**config.mk**
```make
export PLATFORM = sky130hd
export DESIGN_NAME = ssu_data_payload_parser
export DESIGN_NICKNAME = d
export VERILOG_FILES = /design/src/sv/ssudp_pkg.sv /design/src/sv/ssu_data_payload_parser.sv /design/src/sv/ssudp_parser.sv /design/src/sv/ssudp_res_fifo.sv
export SDC_FILE = /design/constraint.sdc
export NUM_CORES = 1
export LEC_CHECK = 0
export CORE_MARGIN = 1.5
export CORE_UTILIZATION = 48
export CTS_CLUSTER_SIZE = 30
export DETAILED_ROUTE_END_ITERATION = 16
export DONT_BUFFER_PORTS = 1
export PLACE_DENSITY = 0.72
export SETUP_SLACK_MARGIN = 0.05
export SLEW_MARGIN = 20
export SYNTH_ARGS = -nofsm -noshare
export SYNTH_HDL_FRONTEND = slang
export SYNTH_SLANG_ARGS = --single-unit
```
**constraint.sdc**
```tcl
create_clock -name clk -period 13.5 [get_ports clk]
set_clock_uncertainty 0.2 [all_clocks]
set_input_delay 2.7 -clock clk [delete_from_list [all_inputs] [get_ports clk]]
set_output_delay 2.7 -clock clk [all_outputs]
set_load 0.01 [all_outputs]
```
**src/sv/ssudp_pkg.sv**
```systemverilog
// shared types and constants for the ssu data payload parser
// no dependencies; used by every module of the block
`default_nettype none

package ssudp_pkg;

    typedef enum logic [3:0] {
        PH_FLAG      = 4'd0,
        PH_ACK_CNT   = 4'd1,
        PH_ACK_ID    = 4'd2,
        PH_BF_CNT    = 4'd3,
        PH_BF_ID     = 4'd4,
        PH_BF_BYTE   = 4'd5,
        PH_EXT_SIZE  = 4'd6,
        PH_EXT_SKIP  = 4'd7,
        PH_FRAG_CNT  = 4'd8,
        PH_FRAG_ID   = 4'd9,
        PH_FRAG_INFO = 4'd10,
        PH_FRAG_DATA = 4'd11,
        PH_DONE      = 4'd12
    } phase_t;

    // result kinds
    localparam logic [2:0] KIND_ACK      = 3'd0;
    localparam logic [2:0] KIND_BITFIELD = 3'd1;
    localparam logic [2:0] KIND_FRAG_HDR = 3'd2;
    localparam logic [2:0] KIND_PAYLOAD  = 3'd3;
    localparam logic [2:0] KIND_END      = 3'd4;

    // packet end status
    localparam logic [1:0] STATUS_OK        = 2'd0;
    localparam logic [1:0] STATUS_TRUNCATED = 2'd1;
    localparam logic [1:0] STATUS_OVERSIZE  = 2'd2;

    // configuration register indexes
    localparam logic [1:0] CFG_EXPLICIT_ACK = 2'd0;
    localparam logic [1:0] CFG_BITFIELD_ACK = 2'd1;
    localparam logic [1:0] CFG_EXT_DATA     = 2'd2;
    localparam logic [1:0] CFG_MAX_FRAG     = 2'd3;

    localparam int CFG_DATA_W = 14;
    localparam int TDATA_W    = 72;

    typedef struct packed {
        logic [7:0]  explicit_ack_flag_mask;
        logic [7:0]  bitfield_ack_flag_mask;
        logic [7:0]  extended_data_flag_mask;
        logic [13:0] max_fragment_size;
    } cfg_t;

    typedef struct packed {
        logic [2:0]  kind;
        logic [31:0] msg_id;
        logic [6:0]  frag_base;
        logic [6:0]  ack_mask;
        logic [13:0] frag_size;
        logic        frag_last;
        logic [7:0]  data_byte;
        logic [1:0]  end_status;
        logic        run_last;
    } res_t;

endpackage

`default_nettype wire

```
**src/sv/ssu_data_payload_parser.sv**
```systemverilog
// top level of the ssu data payload parser: config registers, input register,
// parser and result queue; depends on ssudp_pkg, ssudp_parser, ssudp_res_fifo
//
//  channel   dir  handshake             payload
//  s_*       in   s_tvalid / s_tready   tdata = in_byte, tlast = last_byte
//  m_*       out  m_tvalid / m_tready   tdata = result fields, tuser = kind,
//                                       tlast = run_last
//  cfg_*     in   cfg_we                cfg_addr = register index, cfg_data
//
// one byte enters per cycle while s_tready is high; it is held in the input
// register, and when the parser steps, its results land in the four-entry
// result queue, which hands them out one at a time, so the data result and
// packet end of one byte leave in turn. s_tready drops when the input
// register is full and the queue has fewer than two free slots. reset
// returns the parser to expecting a flag byte and loads the register defaults.
`default_nettype none

module ssu_data_payload_parser (
    input  wire logic                                clk,
    input  wire logic                                rst_n,
    input  wire logic                                s_tvalid,
    output logic                                     s_tready,
    input  wire logic [7:0]                          s_tdata,  // in_byte
    input  wire logic                                s_tlast,  // last_byte
    output logic                                     m_tvalid,
    input  wire logic                                m_tready,
    // msg_id[31:0], frag_base[38:32], ack_mask[45:39], frag_size[59:46],
    // frag_last[60], data_byte[68:61], end_status[70:69], zero[71]
    output logic [ssudp_pkg::TDATA_W-1:0]            m_tdata,
    output logic [2:0]                               m_tuser,  // kind
    output logic                                     m_tlast,  // run_last
    input  wire logic                                cfg_we,
    input  wire logic [1:0]                          cfg_addr,
    input  wire logic [ssudp_pkg::CFG_DATA_W-1:0]    cfg_data
);

    ssudp_pkg::cfg_t cfg_reg;
    logic            in_vld_reg, in_vld_next;
    logic [7:0]      in_byte_reg;
    logic            in_last_reg;
    logic            s_accept;
    logic            advance;
    logic            room2;

    ssudp_pkg::res_t r0, r1, head;
    logic            r0_vld, r1_vld;

    assign advance  = in_vld_reg && room2;
    assign s_tready = !in_vld_reg || room2;
    assign s_accept = s_tvalid && s_tready;

    always_comb
    begin
        if (s_accept)
            in_vld_next = 1'b1;
        else if (advance)
            in_vld_next = 1'b0;
        else
            in_vld_next = in_vld_reg;
    end

    always_ff @(posedge clk or negedge rst_n)
    begin
        if (!rst_n)
        begin
            in_vld_reg                      <= 1'b0;
            cfg_reg.explicit_ack_flag_mask  <= 8'h80;
            cfg_reg.bitfield_ack_flag_mask  <= 8'h40;
            cfg_reg.extended_data_flag_mask <= 8'h02;
            cfg_reg.max_fragment_size       <= 14'd1484;
        end
        else
        begin
            in_vld_reg <= in_vld_next;
            if (cfg_we)
            begin
                unique case (cfg_addr)
                    ssudp_pkg::CFG_EXPLICIT_ACK:
                        cfg_reg.explicit_ack_flag_mask <= cfg_data[7:0];
                    ssudp_pkg::CFG_BITFIELD_ACK:
                        cfg_reg.bitfield_ack_flag_mask <= cfg_data[7:0];
                    ssudp_pkg::CFG_EXT_DATA:
                        cfg_reg.extended_data_flag_mask <= cfg_data[7:0];
                    ssudp_pkg::CFG_MAX_FRAG:
                        cfg_reg.max_fragment_size <= cfg_data;
                    default:
                    begin
                    end
                endcase
            end
        end
    end

    always_ff @(posedge clk)
    begin
        if (s_accept)
        begin
            in_byte_reg <= s_tdata;
            in_last_reg <= s_tlast;
        end
    end

    ssudp_parser u_parser (
        .clk      (clk),
        .rst_n    (rst_n),
        .step     (advance),
        .in_byte  (in_byte_reg),
        .in_last  (in_last_reg),
        .cfg      (cfg_reg),
        .out0     (r0),
        .out0_vld (r0_vld),
        .out1     (r1),
        .out1_vld (r1_vld)
    );

    ssudp_res_fifo u_fifo (
        .clk        (clk),
        .rst_n      (rst_n),
        .push0_data (r0),
        .push0      (r0_vld),
        .push1_data (r1),
        .push1      (r1_vld),
        .room2      (room2),
        .head       (head),
        .head_vld   (m_tvalid),
        .pop        (m_tready)
    );

    assign m_tdata = {1'b0, head.end_status, head.data_byte, head.frag_last,
                      head.frag_size, head.ack_mask, head.frag_base, head.msg_id};
    assign m_tuser = head.kind;
    assign m_tlast = head.run_last;

endmodule

`default_nettype wire

```
**src/sv/ssudp_parser.sv**
```systemverilog
// byte-serial parse state and next-state logic, up to two results per byte
// depends on ssudp_pkg
`default_nettype none

module ssudp_parser (
    input  wire logic              clk,
    input  wire logic              rst_n,
    input  wire logic              step,
    input  wire logic [7:0]        in_byte,
    input  wire logic              in_last,
    input  wire ssudp_pkg::cfg_t   cfg,
    output ssudp_pkg::res_t        out0,
    output logic                   out0_vld,
    output ssudp_pkg::res_t        out1,
    output logic                   out1_vld
);

    ssudp_pkg::phase_t phase_reg, phase_next;
    logic [7:0]  flag_reg, flag_next;
    logic [7:0]  items_reg, items_next;
    logic [13:0] cnt_reg, cnt_next;
    logic [31:0] id_reg, id_next;
    logic [23:0] info_reg, info_next;
    logic [6:0]  base_reg, base_next;
    logic        abort_reg, abort_next;

    ssudp_pkg::res_t r0;
    ssudp_pkg::res_t r_end;
    logic            r0_vld;
    logic [13:0]     cnt_inc;
    logic [13:0]     cnt_dec;
    logic [7:0]      items_dec;
    logic [31:0]     id_shifted;
    logic [23:0]     info_shifted;
    logic [13:0]     size;

    // first present section after the given stage
    function automatic ssudp_pkg::phase_t next_sec(input logic [1:0] stage,
                                                   input logic [7:0] flag,
                                                   input ssudp_pkg::cfg_t c);
        ssudp_pkg::phase_t ph;
        begin
            if (stage < 2'd1 && (flag & c.explicit_ack_flag_mask) != 8'd0)
                ph = ssudp_pkg::PH_ACK_CNT;
            else if (stage < 2'd2 && (flag & c.bitfield_ack_flag_mask) != 8'd0)
                ph = ssudp_pkg::PH_BF_CNT;
            else if (stage < 2'd3 && (flag & c.extended_data_flag_mask) != 8'd0)
                ph = ssudp_pkg::PH_EXT_SIZE;
            else
                ph = ssudp_pkg::PH_FRAG_CNT;
            return ph;
        end
    endfunction

    always_comb
    begin
        phase_next = phase_reg;
        flag_next  = flag_reg;
        items_next = items_reg;
        cnt_next   = cnt_reg;
        id_next    = id_reg;
        info_next  = info_reg;
        base_next  = base_reg;
        abort_next = abort_reg;
        r0         = '0;
        r0_vld     = 1'b0;
        r_end      = '0;

        cnt_inc      = cnt_reg + 14'd1;
        cnt_dec      = cnt_reg - 14'd1;
        items_dec    = items_reg - 8'd1;
        id_shifted   = {id_reg[23:0], in_byte};
        info_shifted = {info_reg[15:0], in_byte};
        size         = info_shifted[13:0];

        unique case (phase_reg)
            ssudp_pkg::PH_FLAG:
            begin
                flag_next  = in_byte;
                cnt_next   = '0;
                phase_next = next_sec(2'd0, in_byte, cfg);
            end
            ssudp_pkg::PH_ACK_CNT:
            begin
                items_next = in_byte;
                cnt_next   = '0;
                if (in_byte == 8'd0)
                    phase_next = next_sec(2'd1, flag_reg, cfg);
                else
                    phase_next = ssudp_pkg::PH_ACK_ID;
            end
            ssudp_pkg::PH_ACK_ID:
            begin
                id_next  = id_shifted;
                cnt_next = cnt_inc;
                if (cnt_inc >= 14'd4)
                begin
                    r0_vld     = 1'b1;
                    r0.kind    = ssudp_pkg::KIND_ACK;
                    r0.msg_id  = id_shifted;
                    cnt_next   = '0;
                    items_next = items_dec;
                    if (items_dec == 8'd0)
                        phase_next = next_sec(2'd1, flag_reg, cfg);
                end
            end
            ssudp_pkg::PH_BF_CNT:
            begin
                items_next = in_byte;
                cnt_next   = '0;
                if (in_byte == 8'd0)
                    phase_next = next_sec(2'd2, flag_reg, cfg);
                else
                    phase_next = ssudp_pkg::PH_BF_ID;
            end
            ssudp_pkg::PH_BF_ID:
            begin
                id_next  = id_shifted;
                cnt_next = cnt_inc;
                if (cnt_inc >= 14'd4)
                begin
                    cnt_next   = '0;
                    base_next  = '0;
                    phase_next = ssudp_pkg::PH_BF_BYTE;
                end
            end
            ssudp_pkg::PH_BF_BYTE:
            begin
                r0_vld       = 1'b1;
                r0.kind      = ssudp_pkg::KIND_BITFIELD;
                r0.msg_id    = id_reg;
                r0.frag_base = base_reg;
                r0.ack_mask  = in_byte[6:0];
                // base moves on by seven per byte, held at 127
                base_next = (base_reg >= 7'd120) ? 7'd127 : base_reg + 7'd7;
                if (!in_byte[7])
                begin
                    items_next = items_dec;
                    if (items_dec == 8'd0)
                        phase_next = next_sec(2'd2, flag_reg, cfg);
                    else
                        phase_next = ssudp_pkg::PH_BF_ID;
                end
            end
            ssudp_pkg::PH_EXT_SIZE:
            begin
                cnt_next   = {6'd0, in_byte};
                phase_next = (in_byte == 8'd0) ? ssudp_pkg::PH_FRAG_CNT
                                               : ssudp_pkg::PH_EXT_SKIP;
            end
            ssudp_pkg::PH_EXT_SKIP:
            begin
                cnt_next = cnt_dec;
                if (cnt_dec == 14'd0)
                    phase_next = ssudp_pkg::PH_FRAG_CNT;
            end
            ssudp_pkg::PH_FRAG_CNT:
            begin
                items_next = in_byte;
                cnt_next   = '0;
                phase_next = (in_byte == 8'd0) ? ssudp_pkg::PH_DONE
                                               : ssudp_pkg::PH_FRAG_ID;
            end
            ssudp_pkg::PH_FRAG_ID:
            begin
                id_next  = id_shifted;
                cnt_next = cnt_inc;
                if (cnt_inc >= 14'd4)
                begin
                    cnt_next   = '0;
                    info_next  = '0;
                    phase_next = ssudp_pkg::PH_FRAG_INFO;
                end
            end
            ssudp_pkg::PH_FRAG_INFO:
            begin
                info_next = info_shifted;
                cnt_next  = cnt_inc;
                if (cnt_inc >= 14'd3)
                begin
                    if (size >= cfg.max_fragment_size)
                    begin
                        abort_next = 1'b1;
                        cnt_next   = '0;
                        phase_next = ssudp_pkg::PH_DONE;
                    end
                    else
                    begin
                        r0_vld       = 1'b1;
                        r0.kind      = ssudp_pkg::KIND_FRAG_HDR;
                        r0.msg_id    = id_reg;
                        r0.frag_base = info_shifted[23:17];
                        r0.frag_size = size;
                        r0.frag_last = info_shifted[16];
                        cnt_next     = size;
                        if (size == 14'd0)
                        begin
                            items_next = items_dec;
                            cnt_next   = '0;
                            phase_next = (items_dec == 8'd0) ? ssudp_pkg::PH_DONE
                                                             : ssudp_pkg::PH_FRAG_ID;
                        end
                        else
                            phase_next = ssudp_pkg::PH_FRAG_DATA;
                    end
                end
            end
            ssudp_pkg::PH_FRAG_DATA:
            begin
                r0_vld       = 1'b1;
                r0.kind      = ssudp_pkg::KIND_PAYLOAD;
                r0.data_byte = in_byte;
                cnt_next     = cnt_dec;
                if (cnt_dec == 14'd0)
                begin
                    items_next = items_dec;
                    phase_next = (items_dec == 8'd0) ? ssudp_pkg::PH_DONE
                                                     : ssudp_pkg::PH_FRAG_ID;
                end
            end
            default:
            begin
                // done, or a code with no meaning: bytes are ignored
            end
        endcase

        r_end.kind = ssudp_pkg::KIND_END;
        if (abort_next)
            r_end.end_status = ssudp_pkg::STATUS_OVERSIZE;
        else if (phase_next == ssudp_pkg::PH_DONE)
            r_end.end_status = ssudp_pkg::STATUS_OK;
        else
            r_end.end_status = ssudp_pkg::STATUS_TRUNCATED;
        r_end.run_last = 1'b1;

        if (in_last)
        begin
            phase_next = ssudp_pkg::PH_FLAG;
            flag_next  = '0;
            items_next = '0;
            cnt_next   = '0;
            id_next    = '0;
            info_next  = '0;
            base_next  = '0;
            abort_next = 1'b0;
        end

        // pack the results so the first present one leads
        if (r0_vld)
        begin
            out0          = r0;
            out0.run_last = !in_last;
            out0_vld      = step;
            out1          = r_end;
            out1_vld      = step && in_last;
        end
        else
        begin
            out0     = r_end;
            out0_vld = step && in_last;
            out1     = r_end;
            out1_vld = 1'b0;
        end
    end

    always_ff @(posedge clk or negedge rst_n)
    begin
        if (!rst_n)
        begin
            phase_reg <= ssudp_pkg::PH_FLAG;
            flag_reg  <= '0;
            items_reg <= '0;
            cnt_reg   <= '0;
            id_reg    <= '0;
            info_reg  <= '0;
            base_reg  <= '0;
            abort_reg <= 1'b0;
        end
        else if (step)
        begin
            phase_reg <= phase_next;
            flag_reg  <= flag_next;
            items_reg <= items_next;
            cnt_reg   <= cnt_next;
            id_reg    <= id_next;
            info_reg  <= info_next;
            base_reg  <= base_next;
            abort_reg <= abort_next;
        end
    end

endmodule

`default_nettype wire

```
**src/sv/ssudp_res_fifo.sv**
```systemverilog
// four-entry result queue taking up to two results per cycle, one out per cycle
// depends on ssudp_pkg
`default_nettype none

module ssudp_res_fifo (
    input  wire logic            clk,
    input  wire logic            rst_n,
    input  wire ssudp_pkg::res_t push0_data,
    input  wire logic            push0,
    input  wire ssudp_pkg::res_t push1_data,
    input  wire logic            push1,
    output logic                 room2,
    output ssudp_pkg::res_t      head,
    output logic                 head_vld,
    input  wire logic            pop
);

    ssudp_pkg::res_t mem_reg [4];
    logic [1:0] wr_reg, wr_next;
    logic [1:0] rd_reg, rd_next;
    logic [2:0] cnt_reg, cnt_next;
    logic       do_pop;

    assign head_vld = (cnt_reg != 3'd0);
    assign head     = mem_reg[rd_reg];
    assign room2    = (cnt_reg <= 3'd2);
    assign do_pop   = pop && head_vld;

    always_comb
    begin
        wr_next  = wr_reg + {1'b0, push0} + {1'b0, push1};
        rd_next  = rd_reg + {1'b0, do_pop};
        cnt_next = cnt_reg + {2'd0, push0} + {2'd0, push1} - {2'd0, do_pop};
    end

    always_ff @(posedge clk)
    begin
        if (push0)
            mem_reg[wr_reg] <= push0_data;
        if (push1)
            mem_reg[wr_reg + 2'd1] <= push1_data;
    end

    always_ff @(posedge clk or negedge rst_n)
    begin
        if (!rst_n)
        begin
            wr_reg  <= '0;
            rd_reg  <= '0;
            cnt_reg <= '0;
        end
        else
        begin
            wr_reg  <= wr_next;
            rd_reg  <= rd_next;
            cnt_reg <= cnt_next;
        end
    end

endmodule

`default_nettype wire

```
==> reports/results.txt <==
met1 usage: 33.8%
Die Ht: 211 um
root buffer cell: clkbuf_16
Slew @ Worst Pin: 1.13 ns
clk_lat worst skew: 0.59 ns
post-synth top area share: 28.1%
crit share post-route: 43.9%
drt initial violations: 1599
1st-pass router iterations: 6
aggregate routed wire length: 58100 um
Die Span X: 211 um
outcome: finished clean
half-perimeter wire length after placement: 36900 um
Filler cells: 3693
Clock Path Buffers: 3
post-synthesis sequential area ratio: 47.0%
Yosys Warn Count: 0
Post-CTS Setup Repair Bufs: 0
FMAX: 169 MHz
full die area: 44500 um2
proportion of layout cells with a drive suffix above 1: 15.1%
Core Box Area: 42900 um2
CP Launch Type: flop
vias in the first global route: 16000
Final Net Count: 2084
Largest register FFs: 300
gr usage total: 25.9%
Post-Place Cells: 2563
Worst-path clk slew: 0.06 ns
synth top area cells: dfxtp_1, dfrtp_1, mux4_2
worst-path fanout max: 44
final count of hold timing violations: 0
synthesized netlist cell count: 2136
largest net degree at the start of global routing: 137
Routed Antenna Nets: 0
ant diodes: 0
R2R setup slack: 8.05 ns
Slew HR: 24.4%
Critical Path End Type: output port
top-count cell post-synth: dfxtp_1
hold path startpoint: u_fifo.mem_reg[0][18]$_SDFFE_PP0N_
CTS Sinks: 445
DR vias/cell: 6.25
Final Power: 4980 uW
GR Overflow Total: 0
initial antenna violation count: 0
cts bufs inserted: 47
# rows: 76
ys async rst share: 30.6%
Yosys cell types: 80
post-synthesis register bit count: 445
MaxCap Viol Count: 0
Crit Path Category: flop to output port
# setup viols final: 0
RSZ-0062 raised after global routing: no
Power Dens Cells: 221 nW/um2
post-synthesis area per instance: 9.72 um2
met3 Track Usage GR: 4.52%
vias post-DR: 16600
drt wl/cell: 21.9 um
worst path required time: 10.60 ns
Leakage: 0.00827 uW
grt met2 use: 42.0%
net count of the mapped netlist: 2193
cts-stage hold buffer count: 0
Mapped Area: 20800 um2
ys flop type: dfxtp_1
Initial Utilization: 48.4%
global-route wire length before repair: 90600 um
maximum vdd drop: 0.168 mV
Post-Layout Cell Count: 2648
routability cong.: 0.945
Worst EP arrival: 3.02 ns
post-cts resize count: 0
EDFF count, synth: 17
setup_tns: 0 ns
most frequent cells after synthesis: dfxtp_1, nor2_1, nand2_1
Crit. Startpoint: u_fifo.rd_reg[1]$_DFF_PN0_
HP Class: flop to flop
GR peak layer: met2
r2r startpoint: in_byte_reg[4]$_DFFE_PP_
IO Pins: 108
H-tree levels: 2
PortBufs: 0
Layout area overhead: 8.44%
Max Slew Vio Count: 0
Yosys top cell by area: dfxtp_1
CTS tree: built
post-layout min period: 5.92 ns
DRC: 0
==> worst paths after layout <==
check / end / cells past startpoint
max: m_tdata[39] / 2
min: u_fifo.mem_reg[0][18]$_SDFFE_PP0N_ / 2
max reg2reg: u_fifo.mem_reg[2][51]$_SDFFE_PP0P_ / 11
min reg2reg: u_fifo.mem_reg[0][18]$_SDFFE_PP0N_ / 2
max in group asynchronous: cfg_reg[3]$_DFFE_PN1P_ / 0
min in group asynchronous: u_parser.cnt_reg[1]$_DFFE_PN0P_ / 0
==> layout by cell type (no fill, tap or decap), types with 6 or more instances in the layout <==
cell,netlist,final
dfxtp_1,292,292
nor2_1,242,239
nand2_1,237,237
a21oi_1,171,170
a211oi_1,140,140
dfrtp_1,127,125
nand3_1,98,98
o21ai_0,89,87
mux4_2,75,75
clkbuf_16,0,49
inv_1,39,39
mux2_2,39,39
a22oi_1,35,35
a211oi_2,30,30
a22oi_2,30,30
a22o_1,28,28
nor3_1,26,26
buf_4,1,26
ha_1,24,24
edfxtp_1,17,17
nand2b_1,16,16
and3_1,17,16
o31ai_1,16,15
and2_1,13,13
xnor2_1,11,11
nand4_1,11,11
a31oi_1,12,11
clkbuf_1,108,10
dfstp_2,9,9
clkbuf_8,0,9
or3_1,8,8
nor4_1,8,8
a21o_1,6,6
nor2b_1,7,6
clkinv_2,1,6
nor3b_1,7,6
==> routing by layer <==
layer / wire length (um) / vias up / share of wire, %
li1: - / 7555 / -
met1: 23500 / 8076 / 40
met2: 27800 / 733 / 48
met3: 4250 / 189 / 7.3
met4: 2630 / 0 / 4.5
met5: 0 / - / 0
==> report_power, final <==
group | internal, uW | switching [uW] | leakage [uW]
combinational | 700 | 960 | 0.00319
sequential | 1710 | 339 | 0.00433
clock | 735 | 540 | 0.000747
total | 3140 | 1840 | 0.00827
==> worst max-delay path, stage by stage, from the launching register on <==
cell     delay, ns
dfrtp_4       0.87
buf_4         0.81
mux4_2        0.67
==> stage by stage <==
stage	area, um2	setup WS, ns	hold slack (ns)	utilization [%]
2_1_floorplan	20800	8.56	0.231	-
3_3_place_gp	21000	8.15	0.242	48.9
3_5_place_dp	21000	8.11	0.247	48.9
4_1_cts	22500	7.48	0.255	52.5
5_1_grt	22500	7.35	0.274	52.5
6_report	22500	7.58	0.256	52.5
==> kinds of logic (layout without fill, tap and decap cells) <==
family,Yosys count,in the layout,synth area share (%)
simple gates,717,717,15.4
compound gates,593,593,20.2
flops,445,445,47.0
buf+inv,224,151,4.68
mux,116,116,10.3
fa+ha+maj,27,27,1.73
xor+xnor,13,13,0.548
other cells,1,1,0.0181
==> area by class of cell <==
class / count / area (um2) / share of cell area (%)
multi-input cells: 1467 / 10100 / 45.0
flip-flops and latches: 445 / 9780 / 43.4
clock buffers: 68 / 1390 / 6.16
well taps: 585 / 732 / 3.25
repair buffers: 26 / 195 / 0.867
inverters: 40 / 151 / 0.672
clock inverters: 17 / 144 / 0.639
Note: power is estimated with default switching activity, not from simulation.
